[src/rtl/yph_pkg.sv]
package yph_pkg;

    // Serial multiplier operand and product widths
    localparam int MUL_A_W = 33;
    localparam int MUL_B_W = 48;
    localparam int MUL_P_W = MUL_A_W + MUL_B_W;
    localparam int MUL_CNT_W = $clog2(MUL_B_W);

    // Serial divider widths: dividend magnitude and time step divisor
    localparam int DIV_N_W = 49;
    localparam int DIV_D_W = 20;
    localparam int DIV_CNT_W = $clog2(DIV_N_W);

    // Wide accumulator for the throttle sum
    localparam int ACC_W = 66;

    localparam logic [16:0] THR_ONE = 17'h10000;

    typedef enum logic [3:0] {
        ST_IDLE,
        ST_MUL_YAW,
        ST_MUL_IE,
        ST_DIV,
        ST_MUL_KP,
        ST_MUL_KI,
        ST_MUL_KD,
        ST_FINISH,
        ST_OUT
    } state_t;

    typedef enum logic [2:0] {
        REG_YAW_GAIN       = 3'd0,
        REG_MAX_YAW_RATE   = 3'd1,
        REG_HOVER_THROTTLE = 3'd2,
        REG_HEIGHT_KP      = 3'd3,
        REG_HEIGHT_KI      = 3'd4,
        REG_HEIGHT_KD      = 3'd5
    } cfg_reg_t;

    typedef enum logic {
        CMD_UPDATE   = 1'b0,
        CMD_SET_GOAL = 1'b1
    } cmd_t;

    // Handshake status of a multi-cycle arithmetic unit
    typedef struct packed {
        logic busy;
        logic done;
    } unit_sts_t;

    // Saturate a wide signed value to 32 bits
    function automatic logic signed [31:0] sat32(input logic signed [ACC_W-1:0] v);
        logic signed [ACC_W-1:0] hi;
        logic signed [ACC_W-1:0] lo;
        hi = ACC_W'(32'sh7FFF_FFFF);
        lo = -hi - ACC_W'(1);
        if (v > hi)
            return 32'sh7FFF_FFFF;
        else if (v < lo)
            return 32'sh8000_0000;
        else
            return v[31:0];
    endfunction

    // Saturate a wide signed value to 48 bits
    function automatic logic signed [47:0] sat48(input logic signed [ACC_W-1:0] v);
        logic signed [ACC_W-1:0] hi;
        logic signed [ACC_W-1:0] lo;
        hi = ACC_W'(48'sh7FFF_FFFF_FFFF);
        lo = -hi - ACC_W'(1);
        if (v > hi)
            return 48'sh7FFF_FFFF_FFFF;
        else if (v < lo)
            return 48'sh8000_0000_0000;
        else
            return v[47:0];
    endfunction

endpackage

[src/rtl/yph_mul.sv]
module yph_mul
    import yph_pkg::*;
(
    input  logic                        clk,
    input  logic                        rst_n,
    input  logic                        start,
    input  logic signed [MUL_A_W-1:0]   op_a,
    input  logic signed [MUL_B_W-1:0]   op_b,
    output logic signed [MUL_P_W-1:0]   product,
    output unit_sts_t                   sts
);

    logic [MUL_P_W-1:0]        prod_reg;
    logic [MUL_P_W-1:0]        prod_next;
    logic signed [MUL_A_W-1:0] a_reg;
    logic [MUL_CNT_W-1:0]      cnt_reg;
    logic                      busy_reg;
    logic                      done_reg;
    logic                      last;
    logic signed [MUL_A_W:0]   hi;
    logic signed [MUL_A_W:0]   sum;

    // One multiplier bit per cycle; the sign bit of op_b subtracts
    always_comb
    begin
        last = (cnt_reg == MUL_CNT_W'(MUL_B_W - 1));
        hi   = (MUL_A_W + 1)'(signed'(prod_reg[MUL_P_W-1:MUL_B_W]));
        if (!prod_reg[0])
            sum = hi;
        else if (last)
            sum = hi - (MUL_A_W + 1)'(a_reg);
        else
            sum = hi + (MUL_A_W + 1)'(a_reg);
        prod_next = {sum, prod_reg[MUL_B_W-1:1]};
    end

    // Sequence control
    always_ff @(posedge clk or negedge rst_n)
    begin
        if (!rst_n)
        begin
            busy_reg <= 1'b0;
            done_reg <= 1'b0;
            cnt_reg  <= '0;
        end
        else
        begin
            done_reg <= 1'b0;
            if (start)
            begin
                busy_reg <= 1'b1;
                cnt_reg  <= '0;
            end
            else if (busy_reg)
            begin
                cnt_reg <= cnt_reg + 1'b1;
                if (last)
                begin
                    busy_reg <= 1'b0;
                    done_reg <= 1'b1;
                end
            end
        end
    end

    // Operand and partial product shift register
    always_ff @(posedge clk)
    begin
        if (start)
        begin
            a_reg    <= op_a;
            prod_reg <= {{MUL_A_W{1'b0}}, op_b};
        end
        else if (busy_reg)
        begin
            prod_reg <= prod_next;
        end
    end

    assign product  = prod_reg;
    assign sts.busy = busy_reg;
    assign sts.done = done_reg;

endmodule

[src/rtl/yph_div.sv]
module yph_div
    import yph_pkg::*;
(
    input  logic                 clk,
    input  logic                 rst_n,
    input  logic                 start,
    input  logic [DIV_N_W-1:0]   num,
    input  logic [DIV_D_W-1:0]   den,
    output logic [DIV_N_W-1:0]   quo,
    output unit_sts_t            sts
);

    logic [DIV_N_W-1:0]   quo_reg;
    logic [DIV_D_W-1:0]   rem_reg;
    logic [DIV_D_W-1:0]   den_reg;
    logic [DIV_CNT_W-1:0] cnt_reg;
    logic                 busy_reg;
    logic                 done_reg;
    logic                 last;
    logic [DIV_D_W:0]     trial;
    logic [DIV_D_W+1:0]   diff;
    logic                 borrow;

    // Restoring division, one quotient bit per cycle
    always_comb
    begin
        last   = (cnt_reg == DIV_CNT_W'(DIV_N_W - 1));
        trial  = {rem_reg, quo_reg[DIV_N_W-1]};
        diff   = {1'b0, trial} - {2'b00, den_reg};
        borrow = diff[DIV_D_W+1];
    end

    // Sequence control
    always_ff @(posedge clk or negedge rst_n)
    begin
        if (!rst_n)
        begin
            busy_reg <= 1'b0;
            done_reg <= 1'b0;
            cnt_reg  <= '0;
        end
        else
        begin
            done_reg <= 1'b0;
            if (start)
            begin
                busy_reg <= 1'b1;
                cnt_reg  <= '0;
            end
            else if (busy_reg)
            begin
                cnt_reg <= cnt_reg + 1'b1;
                if (last)
                begin
                    busy_reg <= 1'b0;
                    done_reg <= 1'b1;
                end
            end
        end
    end

    // Shift dividend out and quotient in
    always_ff @(posedge clk)
    begin
        if (start)
        begin
            quo_reg <= num;
            rem_reg <= '0;
            den_reg <= den;
        end
        else if (busy_reg)
        begin
            rem_reg <= borrow ? trial[DIV_D_W-1:0] : diff[DIV_D_W-1:0];
            quo_reg <= {quo_reg[DIV_N_W-2:0], ~borrow};
        end
    end

    assign quo      = quo_reg;
    assign sts.busy = busy_reg;
    assign sts.done = done_reg;

endmodule

[src/rtl/yaw_p_height_pid_controller_unit.sv]
// Yaw P and height PID controller, Q16.16. A set-goal item (tuser high) stores
// the four setpoints, clears the integral and last error and gives no result.
// An update item runs five products on a shared bit-serial 33x48 multiplier
// and, when a derivative is due, a bit-serial divide by the time step as well.
// ST_FINISH closes the throttle and ST_OUT loads the output register. One item
// is worked on at a time; a finished result waits in the output register while
// the next item is taken. A new result waits for that register to empty.
// Configuration writes are taken in every cycle (cfg_ready is tied high);
// indexes 6 and 7 are ignored.
module yaw_p_height_pid_controller_unit
    import yph_pkg::*;
(
    input  logic           clk,
    input  logic           rst_n,
    // Input stream
    input  logic           s_tvalid,
    output logic           s_tready,
    input  logic [215:0]   s_tdata,   // meas_yaw, meas_height, time_step, goal_pitch,
                                      // goal_roll, goal_yaw, goal_height, zero pad
    input  logic           s_tuser,   // cmd
    // Result stream
    output logic           m_tvalid,
    input  logic           m_tready,
    output logic [119:0]   m_tdata,   // out_pitch, out_roll, out_yaw_rate,
                                      // out_throttle, zero pad
    // Configuration writes
    input  logic           cfg_valid,
    output logic           cfg_ready,
    input  logic [2:0]     cfg_index,
    input  logic [31:0]    cfg_data
);

    state_t state_reg;
    state_t state_next;

    logic signed [31:0] yaw_gain_reg;
    logic        [30:0] max_yaw_rate_reg;
    logic        [16:0] hover_reg;
    logic signed [31:0] kp_reg;
    logic signed [31:0] ki_reg;
    logic signed [31:0] kd_reg;

    logic signed [31:0] sp_pitch_reg;
    logic signed [31:0] sp_roll_reg;
    logic signed [31:0] sp_yaw_reg;
    logic signed [31:0] sp_height_reg;
    logic signed [47:0] integral_reg;
    logic signed [31:0] last_err_reg;
    logic               first_reg;

    logic signed [31:0]      e_reg;
    logic [DIV_D_W-1:0]      dt_reg;
    logic                    neg_reg;
    logic signed [31:0]      d_reg;
    logic signed [31:0]      yaw_cmd_reg;
    logic [16:0]             thr_reg;
    logic signed [ACC_W-1:0] acc_reg;
    logic [119:0]            m_tdata_reg;
    logic                    m_tvalid_reg;

    logic signed [31:0] in_meas_yaw;
    logic signed [31:0] in_meas_height;
    logic [19:0]        in_dt;
    logic               accept;
    logic               skip_d;
    logic               out_free;

    logic                      mul_start;
    logic signed [MUL_A_W-1:0] mul_a;
    logic signed [MUL_B_W-1:0] mul_b;
    logic signed [MUL_P_W-1:0] mul_prod;
    unit_sts_t                 mul_sts;
    logic signed [MUL_P_W-17:0] mul_q16;

    logic                div_start;
    logic [DIV_N_W-1:0]  div_num;
    logic [DIV_N_W-1:0]  div_quo;
    unit_sts_t           div_sts;
    logic signed [32:0]  err_diff;
    logic [32:0]         err_mag;
    logic signed [DIV_N_W:0] d_signed;

    logic signed [ACC_W-1:0] yaw_v;
    logic signed [ACC_W-1:0] yaw_max;
    logic signed [31:0]      yaw_clamped;
    logic signed [47:0]      desired;
    logic [16:0]             thr;
    logic signed [ACC_W-1:0] excess;
    logic signed [47:0]      int_after;

    assign in_meas_yaw    = s_tdata[31:0];
    assign in_meas_height = s_tdata[63:32];
    assign in_dt          = s_tdata[83:64];

    assign accept   = s_tvalid && s_tready;
    assign skip_d   = first_reg || (dt_reg == '0);
    assign out_free = !m_tvalid_reg || m_tready;
    assign mul_q16  = mul_prod[MUL_P_W-1:16];

    // Next state
    always_comb
    begin
        state_next = state_reg;
        case (state_reg)
            ST_IDLE:
                if (accept && (s_tuser == CMD_UPDATE))
                    state_next = ST_MUL_YAW;
            ST_MUL_YAW:
                if (mul_sts.done)
                    state_next = ST_MUL_IE;
            ST_MUL_IE:
                if (mul_sts.done)
                    state_next = skip_d ? ST_MUL_KP : ST_DIV;
            ST_DIV:
                if (div_sts.done)
                    state_next = ST_MUL_KP;
            ST_MUL_KP:
                if (mul_sts.done)
                    state_next = ST_MUL_KI;
            ST_MUL_KI:
                if (mul_sts.done)
                    state_next = ST_MUL_KD;
            ST_MUL_KD:
                if (mul_sts.done)
                    state_next = ST_FINISH;
            ST_FINISH:
                state_next = ST_OUT;
            ST_OUT:
                if (out_free)
                    state_next = ST_IDLE;
            default:
                state_next = ST_IDLE;
        endcase
    end

    // Unit launches and operand selection
    always_comb
    begin
        s_tready  = (state_reg == ST_IDLE);
        mul_start = 1'b0;
        mul_a     = '0;
        mul_b     = '0;
        div_start = 1'b0;
        err_diff  = 33'(e_reg) - 33'(last_err_reg);
        err_mag   = err_diff[32] ? 33'(-err_diff) : 33'(err_diff);
        div_num   = {err_mag, 16'h0000};
        case (state_reg)
            ST_IDLE:
            begin
                if (accept && (s_tuser == CMD_UPDATE))
                begin
                    mul_start = 1'b1;
                    mul_a     = 33'(sp_yaw_reg) - 33'(in_meas_yaw);
                    mul_b     = MUL_B_W'(yaw_gain_reg);
                end
            end
            ST_MUL_YAW:
            begin
                mul_start = mul_sts.done;
                mul_a     = 33'(e_reg);
                mul_b     = MUL_B_W'({1'b0, dt_reg});
            end
            ST_MUL_IE:
            begin
                mul_start = mul_sts.done && skip_d;
                div_start = mul_sts.done && !skip_d;
                mul_a     = 33'(e_reg);
                mul_b     = MUL_B_W'(kp_reg);
            end
            ST_DIV:
            begin
                mul_start = div_sts.done;
                mul_a     = 33'(e_reg);
                mul_b     = MUL_B_W'(kp_reg);
            end
            ST_MUL_KP:
            begin
                mul_start = mul_sts.done;
                mul_a     = 33'(ki_reg);
                mul_b     = integral_reg;
            end
            ST_MUL_KI:
            begin
                mul_start = mul_sts.done;
                mul_a     = 33'(d_reg);
                mul_b     = MUL_B_W'(kd_reg);
            end
            default:
            begin
                mul_start = 1'b0;
            end
        endcase
    end

    // Clamps and the closing throttle and anti-windup arithmetic
    always_comb
    begin
        yaw_v   = ACC_W'(mul_q16);
        yaw_max = ACC_W'({1'b0, max_yaw_rate_reg});
        if (yaw_v > yaw_max)
            yaw_clamped = 32'(yaw_max);
        else if (yaw_v < -yaw_max)
            yaw_clamped = 32'(-yaw_max);
        else
            yaw_clamped = yaw_v[31:0];

        d_signed = neg_reg ? -(DIV_N_W + 1)'({1'b0, div_quo})
                           : (DIV_N_W + 1)'({1'b0, div_quo});

        desired = sat48(acc_reg);
        if (desired[47])
            thr = '0;
        else if (desired > 48'(THR_ONE))
            thr = THR_ONE;
        else
            thr = desired[16:0];
        excess    = ACC_W'(desired) - ACC_W'({1'b0, thr});
        int_after = sat48(ACC_W'(integral_reg) - (excess <<< 1));
    end

    always_ff @(posedge clk or negedge rst_n)
    begin
        if (!rst_n)
            state_reg <= ST_IDLE;
        else
            state_reg <= state_next;
    end

    // Configuration registers
    always_ff @(posedge clk or negedge rst_n)
    begin
        if (!rst_n)
        begin
            yaw_gain_reg     <= '0;
            max_yaw_rate_reg <= '0;
            hover_reg        <= '0;
            kp_reg           <= '0;
            ki_reg           <= '0;
            kd_reg           <= '0;
        end
        else if (cfg_valid && cfg_ready)
        begin
            case (cfg_index)
                REG_YAW_GAIN:       yaw_gain_reg     <= cfg_data;
                REG_MAX_YAW_RATE:   max_yaw_rate_reg <= cfg_data[30:0];
                REG_HOVER_THROTTLE: hover_reg        <= cfg_data[16:0];
                REG_HEIGHT_KP:      kp_reg           <= cfg_data;
                REG_HEIGHT_KI:      ki_reg           <= cfg_data;
                REG_HEIGHT_KD:      kd_reg           <= cfg_data;
                default:            ;
            endcase
        end
    end

    // Controller state: setpoints, integral, last error, first-step flag
    always_ff @(posedge clk or negedge rst_n)
    begin
        if (!rst_n)
        begin
            sp_pitch_reg  <= '0;
            sp_roll_reg   <= '0;
            sp_yaw_reg    <= '0;
            sp_height_reg <= '0;
            integral_reg  <= '0;
            last_err_reg  <= '0;
            first_reg     <= 1'b1;
            m_tvalid_reg  <= 1'b0;
        end
        else
        begin
            if (accept && (s_tuser == CMD_SET_GOAL))
            begin
                sp_pitch_reg  <= s_tdata[115:84];
                sp_roll_reg   <= s_tdata[147:116];
                sp_yaw_reg    <= s_tdata[179:148];
                sp_height_reg <= s_tdata[211:180];
                integral_reg  <= '0;
                last_err_reg  <= '0;
                first_reg     <= 1'b1;
            end
            if ((state_reg == ST_MUL_IE) && mul_sts.done)
                integral_reg <= sat48(ACC_W'(integral_reg) + ACC_W'(mul_q16));
            if (state_reg == ST_FINISH)
            begin
                integral_reg <= int_after;
                last_err_reg <= e_reg;
                first_reg    <= 1'b0;
            end
            // Hold the result until the downstream transfer
            if ((state_reg == ST_OUT) && out_free)
                m_tvalid_reg <= 1'b1;
            else if (m_tready)
                m_tvalid_reg <= 1'b0;
        end
    end

    // Working values of the update in progress
    always_ff @(posedge clk)
    begin
        if (accept)
        begin
            e_reg  <= sat32(ACC_W'(in_meas_height) - ACC_W'(sp_height_reg));
            dt_reg <= in_dt;
        end
        if ((state_reg == ST_MUL_YAW) && mul_sts.done)
            yaw_cmd_reg <= yaw_clamped;
        if ((state_reg == ST_MUL_IE) && mul_sts.done)
        begin
            d_reg   <= '0;
            neg_reg <= err_diff[32];
        end
        if ((state_reg == ST_DIV) && div_sts.done)
            d_reg <= sat32(ACC_W'(d_signed));
        if ((state_reg == ST_MUL_KP) && mul_sts.done)
            acc_reg <= ACC_W'({1'b0, hover_reg}) + ACC_W'(mul_q16);
        if (((state_reg == ST_MUL_KI) || (state_reg == ST_MUL_KD)) && mul_sts.done)
            acc_reg <= acc_reg + ACC_W'(mul_q16);
        if (state_reg == ST_FINISH)
            thr_reg <= thr;
        if ((state_reg == ST_OUT) && out_free)
            m_tdata_reg <= {7'b0, thr_reg, yaw_cmd_reg, sp_roll_reg, sp_pitch_reg};
    end

    yph_mul u_mul (
        .clk     (clk),
        .rst_n   (rst_n),
        .start   (mul_start),
        .op_a    (mul_a),
        .op_b    (mul_b),
        .product (mul_prod),
        .sts     (mul_sts)
    );

    yph_div u_div (
        .clk   (clk),
        .rst_n (rst_n),
        .start (div_start),
        .num   (div_num),
        .den   (dt_reg),
        .quo   (div_quo),
        .sts   (div_sts)
    );

    assign cfg_ready = 1'b1;
    assign m_tvalid  = m_tvalid_reg;
    assign m_tdata   = m_tdata_reg;

    // The multiplier and divider never run together
    assert property (@(posedge clk) disable iff (!rst_n)
        !(mul_sts.busy && div_sts.busy))
        else $error("multiplier and divider busy together");

    // A new result appears only from the output stage
    assert property (@(posedge clk) disable iff (!rst_n)
        $rose(m_tvalid) |-> $past(state_reg) == ST_OUT)
        else $error("result raised outside output stage");

    // The throttle never leaves 0..1
    assert property (@(posedge clk) disable iff (!rst_n)
        m_tvalid |-> m_tdata[112:96] <= THR_ONE)
        else $error("throttle out of range");

    // A set-goal transfer leaves the block idle with the first-step flag set and the integral cleared
    assert property (@(posedge clk) disable iff (!rst_n)
        (accept && (s_tuser == CMD_SET_GOAL)) |=>
            (state_reg == ST_IDLE) && first_reg && (integral_reg == '0))
        else $error("set goal did not reset the loop");

endmodule
[config.mk]
export PLATFORM = sky130hd
export DESIGN_NAME = yaw_p_height_pid_controller_unit
export DESIGN_NICKNAME = d
export VERILOG_FILES = /design/src/rtl/yph_pkg.sv /design/src/rtl/yph_mul.sv /design/src/rtl/yph_div.sv /design/src/rtl/yaw_p_height_pid_controller_unit.sv
export SDC_FILE = /design/constraint.sdc
export NUM_CORES = 2
export LEC_CHECK = 0
export ABC_AREA = 1
export BUFFER_PORTS_ARGS = -buffer_cell sky130_fd_sc_hd__buf_2
export CAP_MARGIN = 15
export CORE_AREA = 2 2 521 523
export DETAILED_ROUTE_END_ITERATION = 8
export DIE_AREA = 0 0 523 525
export HOLD_SLACK_MARGIN = 0.1
export SLEW_MARGIN = 10
export SYNTH_ARGS = -nofsm -noshare
export SYNTH_HDL_FRONTEND = slang
export SYNTH_HIERARCHICAL = 1
export SYNTH_SLANG_ARGS = --single-unit
[constraint.sdc]
create_clock -name clk -period 6.9 [get_ports clk]
set_clock_uncertainty 0.15 [all_clocks]
set_input_delay 0.69 -clock clk [delete_from_list [all_inputs] [get_ports clk]]
set_output_delay 0.69 -clock clk [all_outputs]
set_load 0.05 [all_outputs]
Yosys cells after proc, flatten, opt, wreduce, memory -nomap -nowiden. Cells that the tools add are included.

Register bits: 922. Input bits: 257.

Add/sub/neg operators: 16. $lt $le $gt $ge: 13. Equality and inequality tests: 23. Mux-type cells: 68. Bitwise gates (word level): 2. Reductions and logical operators: 37.

Operators by type and width (count): 48-bit 2-to-1 mux (12); 32-bit 2-to-1 mux (8); 48-bit case mux with 5 select lines (1); 66-bit by 48-bit > comparator with 1-bit output (second input constant) (2); 66-bit by 48-bit < comparator with 1-bit output (second input constant) (2); 66-bit 2-to-1 mux (2); 33-bit case mux with 4 select lines (1); 33-bit 2-to-1 mux (3); 32-bit by 32-bit subtractor with 33-bit output (3); 49-bit 2-to-1 mux (2); 18-bit by 65-bit adder with 66-bit output (1); 48-bit by 65-bit adder with 66-bit output (1); 66-bit by 65-bit adder with 66-bit output (1); 65-bit by 66-bit < comparator with 1-bit output (1); 31-bit negation with 66-bit output (1); 65-bit by 32-bit > comparator with 1-bit output (1); 51-bit by 48-bit > comparator with 1-bit output (second input constant) (1); 51-bit by 48-bit < comparator with 1-bit output (second input constant) (1); 48-bit by 50-bit subtractor with 51-bit output (1); 50-bit by 32-bit > comparator with 1-bit output (second input constant) (1); 50-bit by 32-bit < comparator with 1-bit output (second input constant) (1); 50-bit 2-to-1 mux (1); 49-bit negation with 50-bit output (1); 48-bit by 18-bit subtractor with 49-bit output (1); 41 further kinds (109).

Depth between registers and ports, before layout.
Word-level depth: 12. Depth in mapped cells: 50. Mapped depth without buffers: 47.

Cells and area by module. Netlist, hierarchy kept.

Modules (own cells, without submodules): yaw_p_height_pid_controller_unit (times used 1, cells each 7519, area an instance 53849.1 µm²); yph_mul (times used 1, cells each 1024, area an instance 7679.9 µm²); yph_div (times used 1, cells each 715, area an instance 5514.0 µm²).

Least setup slack after synthesis. Ideal clock, no wire load.

Path type: reg-to-reg. From: register state_reg[0]. To: register u_mul.prod_reg[0], in the netlist u_mul/product[0], enable pin. Arrival: 7.734 ns. Slack: -1.416 ns. Stages on the path, launching flop included: 14. Clock period less this slack: 8.316 ns. Cells stage by stage: dfrtp_1 nor2_1 inv_1 nor2_1 inv_1 nor2_1 nand2_1 inv_2 nor3_1 o21ai_0 clkbuf_1 nor2_1 inv_1 clkbuf_1.

Word-level cells in the longest chain between the ends: 6. Elaborated cells on any way between the ends: 12. Those cells by class: 5 x eq/ne; 2 x mux; 5 x reduce/logical.

RTL lines: from (decl) (RTL line yaw_p_height_pid_controller_unit.sv:33) `state_t state_reg;`; from (signal assigned) (RTL line yaw_p_height_pid_controller_unit.sv:226) `state_reg <= state_next;`; 4-bit logical NOT (RTL line yaw_p_height_pid_controller_unit.sv:139) `s_tready = (state_reg == ST_IDLE);`; net s_tready (RTL line yaw_p_height_pid_controller_unit.sv:17) `output logic s_tready,`; 1-bit logical AND (RTL line yaw_p_height_pid_controller_unit.sv:95) `assign accept = s_tvalid && s_tready;`; net accept (RTL line yaw_p_height_pid_controller_unit.sv:64) `logic accept;`; 1-bit logical AND (RTL line yaw_p_height_pid_controller_unit.sv:150) `if (accept && (s_tuser == CMD_UPDATE))`; 1-bit 2-to-1 mux (RTL line yaw_p_height_pid_controller_unit.sv:150); 1-bit case mux with 4 select lines (RTL line yaw_p_height_pid_controller_unit.sv:147) `case (state_reg)`; net mul_start (RTL line yaw_p_height_pid_controller_unit.sv:68) `logic mul_start;`; 2-bit nonzero test (no source line); to (signal assigned) (RTL line yph_mul.sv:72) `prod_reg <= {{MUL_A_W{1'b0}}, op_b};`; to (signal assigned) (RTL line yph_mul.sv:76) `prod_reg <= prod_next;`; to (decl) (RTL line yph_mul.sv:13) `logic [MUL_P_W-1:0] prod_reg;`.

The timed path passes the listed nets, and every way through them passes these cells. A chain may end at the register's enable or synchronous reset.

Worst setup path after layout.
From: register acc_reg[64]. To: register integral_reg[43].

Word-level cells in the longest chain between the ends: 12. Elaborated cells on any way between the ends: 14. Those cells by class: 2 x add/sub; 5 x order compare; 7 x mux.

RTL lines: from (decl) (RTL line yaw_p_height_pid_controller_unit.sv:57) `logic signed [ACC_W-1:0] acc_reg;`; from (signal assigned) (RTL line yaw_p_height_pid_controller_unit.sv:315) `acc_reg <= ACC_W'({1'b0, hover_reg}) + ACC_W'(mul_q16);`; from (signal assigned) (RTL line yaw_p_height_pid_controller_unit.sv:317) `acc_reg <= acc_reg + ACC_W'(mul_q16);`; 66-bit by 48-bit < comparator with 1-bit output (RTL line yph_pkg.sv:73) `else if (v < lo)`; 48-bit 2-to-1 mux (RTL line yph_pkg.sv:73); 48-bit 2-to-1 mux * (RTL line yph_pkg.sv:71) `if (v > hi)`; 48-bit by 17-bit > comparator with 1-bit output (RTL line yaw_p_height_pid_controller_unit.sv:213) `else if (desired > 48'(THR_ONE))`; 17-bit 2-to-1 mux (RTL line yaw_p_height_pid_controller_unit.sv:213); 17-bit 2-to-1 mux (RTL line yaw_p_height_pid_controller_unit.sv:211) `if (desired[47])`; 48-bit by 18-bit subtractor with 49-bit output * (RTL line yaw_p_height_pid_controller_unit.sv:217) `excess = ACC_W'(desired) - ACC_W'({1'b0, thr});`; 48-bit by 50-bit subtractor with 51-bit output * (RTL line yaw_p_height_pid_controller_unit.sv:218) `int_after = sat48(ACC_W'(integral_reg) - (excess <<< 1));`; 51-bit by 48-bit < comparator with 1-bit output (RTL line yph_pkg.sv:73); 48-bit 2-to-1 mux (RTL line yph_pkg.sv:73); 48-bit 2-to-1 mux * (RTL line yph_pkg.sv:71); 48-bit 2-to-1 mux * (RTL line yaw_p_height_pid_controller_unit.sv:283) `if (state_reg == ST_FINISH)`; to (signal assigned) (RTL line yaw_p_height_pid_controller_unit.sv:282) `integral_reg <= sat48(ACC_W'(integral_reg) + ACC_W'(mul_q16));`; to (signal assigned) (RTL line yaw_p_height_pid_controller_unit.sv:285) `integral_reg <= int_after;`; to (decl) (RTL line yaw_p_height_pid_controller_unit.sv:47) `logic signed [47:0] integral_reg;`.

Every way passes the cells marked *; elsewhere a longest branch is shown, timed or not.

==> flow_summary.json <==
{
  "outcome": "finished, violations left",
  "failed_checks": "negative setup slack",
  "die_w_um": 523,
  "num_vias": 65668,
  "crit_arrival_ps": 7480,
  "gr-usage-all-layers_pct": 19.39,
  "crit_slowest_cell": "edfxtp_1",
  "cts.sinks": 922,
  "endpoint_kind": "flop",
  "grt_first_pass_wirelength_mm": 402.8,
  "drt-vias-per-instance": 4.765,
  "ir_drop_v": 0.0002892,
  "power.density_nw_per_um2": 391.5,
  "clockBufferDepth": 3,
  "drc": 0,
  "gr-total-overflow": 0,
  "fin_setup_tns_ps": -3472,
  "wl_met1_mm": 121.3,
  "cp.required_ps": 7360,
  "critPathMaxFanout": 6,
  "start_util_pct": 24.89,
  "grt_pass1_vias": 62137,
  "hold_class": "in2reg",
  "antenna_left": 0,
  "fillCellCount": 28955,
  "gp_congestion": 0.9546,
  "drtPass1Iterations": 6,
  "max_stage_delay_ps": 410,
  "drv_slew": 0,
  "coreArea_um2": 269300,
  "rsz0062_at_grt": "true",
  "syn_to_final_growth_pct": 23.35,
  "nNetsFinal": 10813,
  "grt_max_degree": 145,
  "period_share_pct": 101.8,
  "route.met2.wl_mm": 123.7,
  "die_h_um": 525,
  "clock_latency_ps": 810,
  "tightest_slew_ps": 1167,
  "antenna_found_initial": 40,
  "dp_hpwl_mm": 216.6,
  "setup_ws_ps": -121.9,
  "rows": 191,
  "maxSlewHeadroom_pct": 21.58,
  "fin_util_pct": 30.70,
  "ios": 380,
  "post-place-ws_ps": -632.5,
  "cts_max_level": 3,
  "cp_top_family": "simple AND/OR/NAND/NOR gates",
  "hold_violations": 0,
  "crit_type": "reg2reg",
  "finalWirelength_mm": 275.9,
  "highest_layer": "met5",
  "max_freq_ghz": 0.1424,
  "final_cells": 13781,
  "ys_warn_count": 6,
  "startpoint_type": "flop",
  "critPathBufInv": 8,
  "cpMostUsedCell": "nand2_2",
  "io_buffers": 367,
  "min_period_ps": 7022,
  "setup_viol": 38,
  "dp.cells": 13360,
  "drt_iter0_drc": 6116,
  "wl_met3_mm": 19.28,
  "syn_inst": 9256,
  "clkTransAtPathRegs_ps": 60,
  "synthesis.area_um2": 67030,
  "max_cap_viol_count": 0,
  "p_leak_nw": 39.42,
  "numCtsBuffers": 107,
  "tritoncts": "done",
  "syn_area_per_cell_um2": 7.242,
  "routedWlPerCell_um": 20.02,
  "die_area_um2": 274600,
  "root_buffer": "clkbuf_16",
  "drive_above_1_share_pct": 13.40,
  "largest_register_ff_count": 113
}
[final cells by class]
type | count | area (um^2) | area share, %
Antenna cell | 18 | 45.04 | 0.05448
Clock buffer | 144 | 3020 | 3.653
Clock inverter | 59 | 782.0 | 0.9458
Inverter | 1155 | 4343 | 5.253
Multi-Input combinational cell | 6959 | 37870 | 45.80
Sequential cell | 922 | 25130 | 30.39
Tap cell | 3570 | 4467 | 5.402
Timing Repair Buffer | 954 | 7030 | 8.503
[cells in the final DEF (no fill, tap or decap), types with 25 or more instances in the layout]
master,count
nand2_1,2865
inv_1,1118
nor2_1,791
o21ai_0,572
a21oi_1,527
edfxtp_1,463
ha_1,429
nand3_1,409
dfrtp_1,405
buf_4,399
buf_2,366
xor2_1,268
dlygate4sd3_1,150
nand4_1,120
clkbuf_16,114
xnor2_1,105
nand2_2,91
nor3_1,89
dfxtp_1,53
a31oi_1,50
o22ai_1,43
nor4_1,40
nor2_2,36
inv_2,32
o21ai_1,30
nand3_2,28
o21bai_1,27
o21a_1,27
nor2_4,26
nand2_4,26
a221oi_1,25
a21o_1,25
[metal layers]
layer / vias up / GRT usage (%)
li1: 32029 / -
met1: 30915 / 26.28
met2: 2294 / 30.89
met3: 408 / 3.186
met4: 22 / 6.996
met5: - / 0
[worst min-delay path, cell delays in order]
cell,delay (ps)
buf_2,70
inv_1,150
o21ai_0,190
[stage by stage]
stage / hold WS, ps / instance area, um^2 / power (mW)
floorplan: 244.4 / 67110 / 19.34
global placement: 253.1 / 75410 / 25.19
detailed placement: 254.5 / 75410 / 25.21
CTS: 202.2 / 81910 / 31.81
global route: 208.4 / 82640 / 34.53
finish: 218.7 / 82680 / 32.37
[where the power goes]
| group | internal, mW | leakage (nW) | total, mW | switching, mW |
|---|---|---|---|---|
| logic | 5.82 | 27.7 | 17.1 | 11.3 |
| registers | 7.38 | 9.86 | 9.13 | 1.75 |
| clock network | 3.56 | 1.84 | 6.15 | 2.60 |
[worst paths after layout]
| check | slack (ps) | depth (start not counted) | end | from |
|---|---|---|---|---|
| worst max-delay path | -120 | 44 | integral_reg[43]$_DFFE_PN0P_ | acc_reg[64]$_DFFE_PP_ |
| worst min-delay path | 220 | 3 | kd_reg[31]$_DFFE_PN0P_ | cfg_data[31] |
| worst max register to register | -120 | 44 | integral_reg[43]$_DFFE_PN0P_ | acc_reg[64]$_DFFE_PP_ |
| worst min register to register | 270 | 0 | m_tdata[80]$_DFFE_PP_ | yaw_cmd_reg[16]$_DFFE_PP_ |
| max in group asynchronous | 4910 | 3 | ki_reg[18]$_DFFE_PN0P_ | rst_n |
| min in group asynchronous | 300 | 2 | sp_height_reg[0]$_DFFE_PN0P_ | rst_n |
[what timing repair did]
item,CTS,global route
cloned,7,5
gates resized for setup,154,161
pin swaps,64,104
setup endpoints to repair,48,48
setup buffers,31,9
hold buffers,150,0
hold endpoints to repair,205,0
Power figures use the tool's default switching activity.
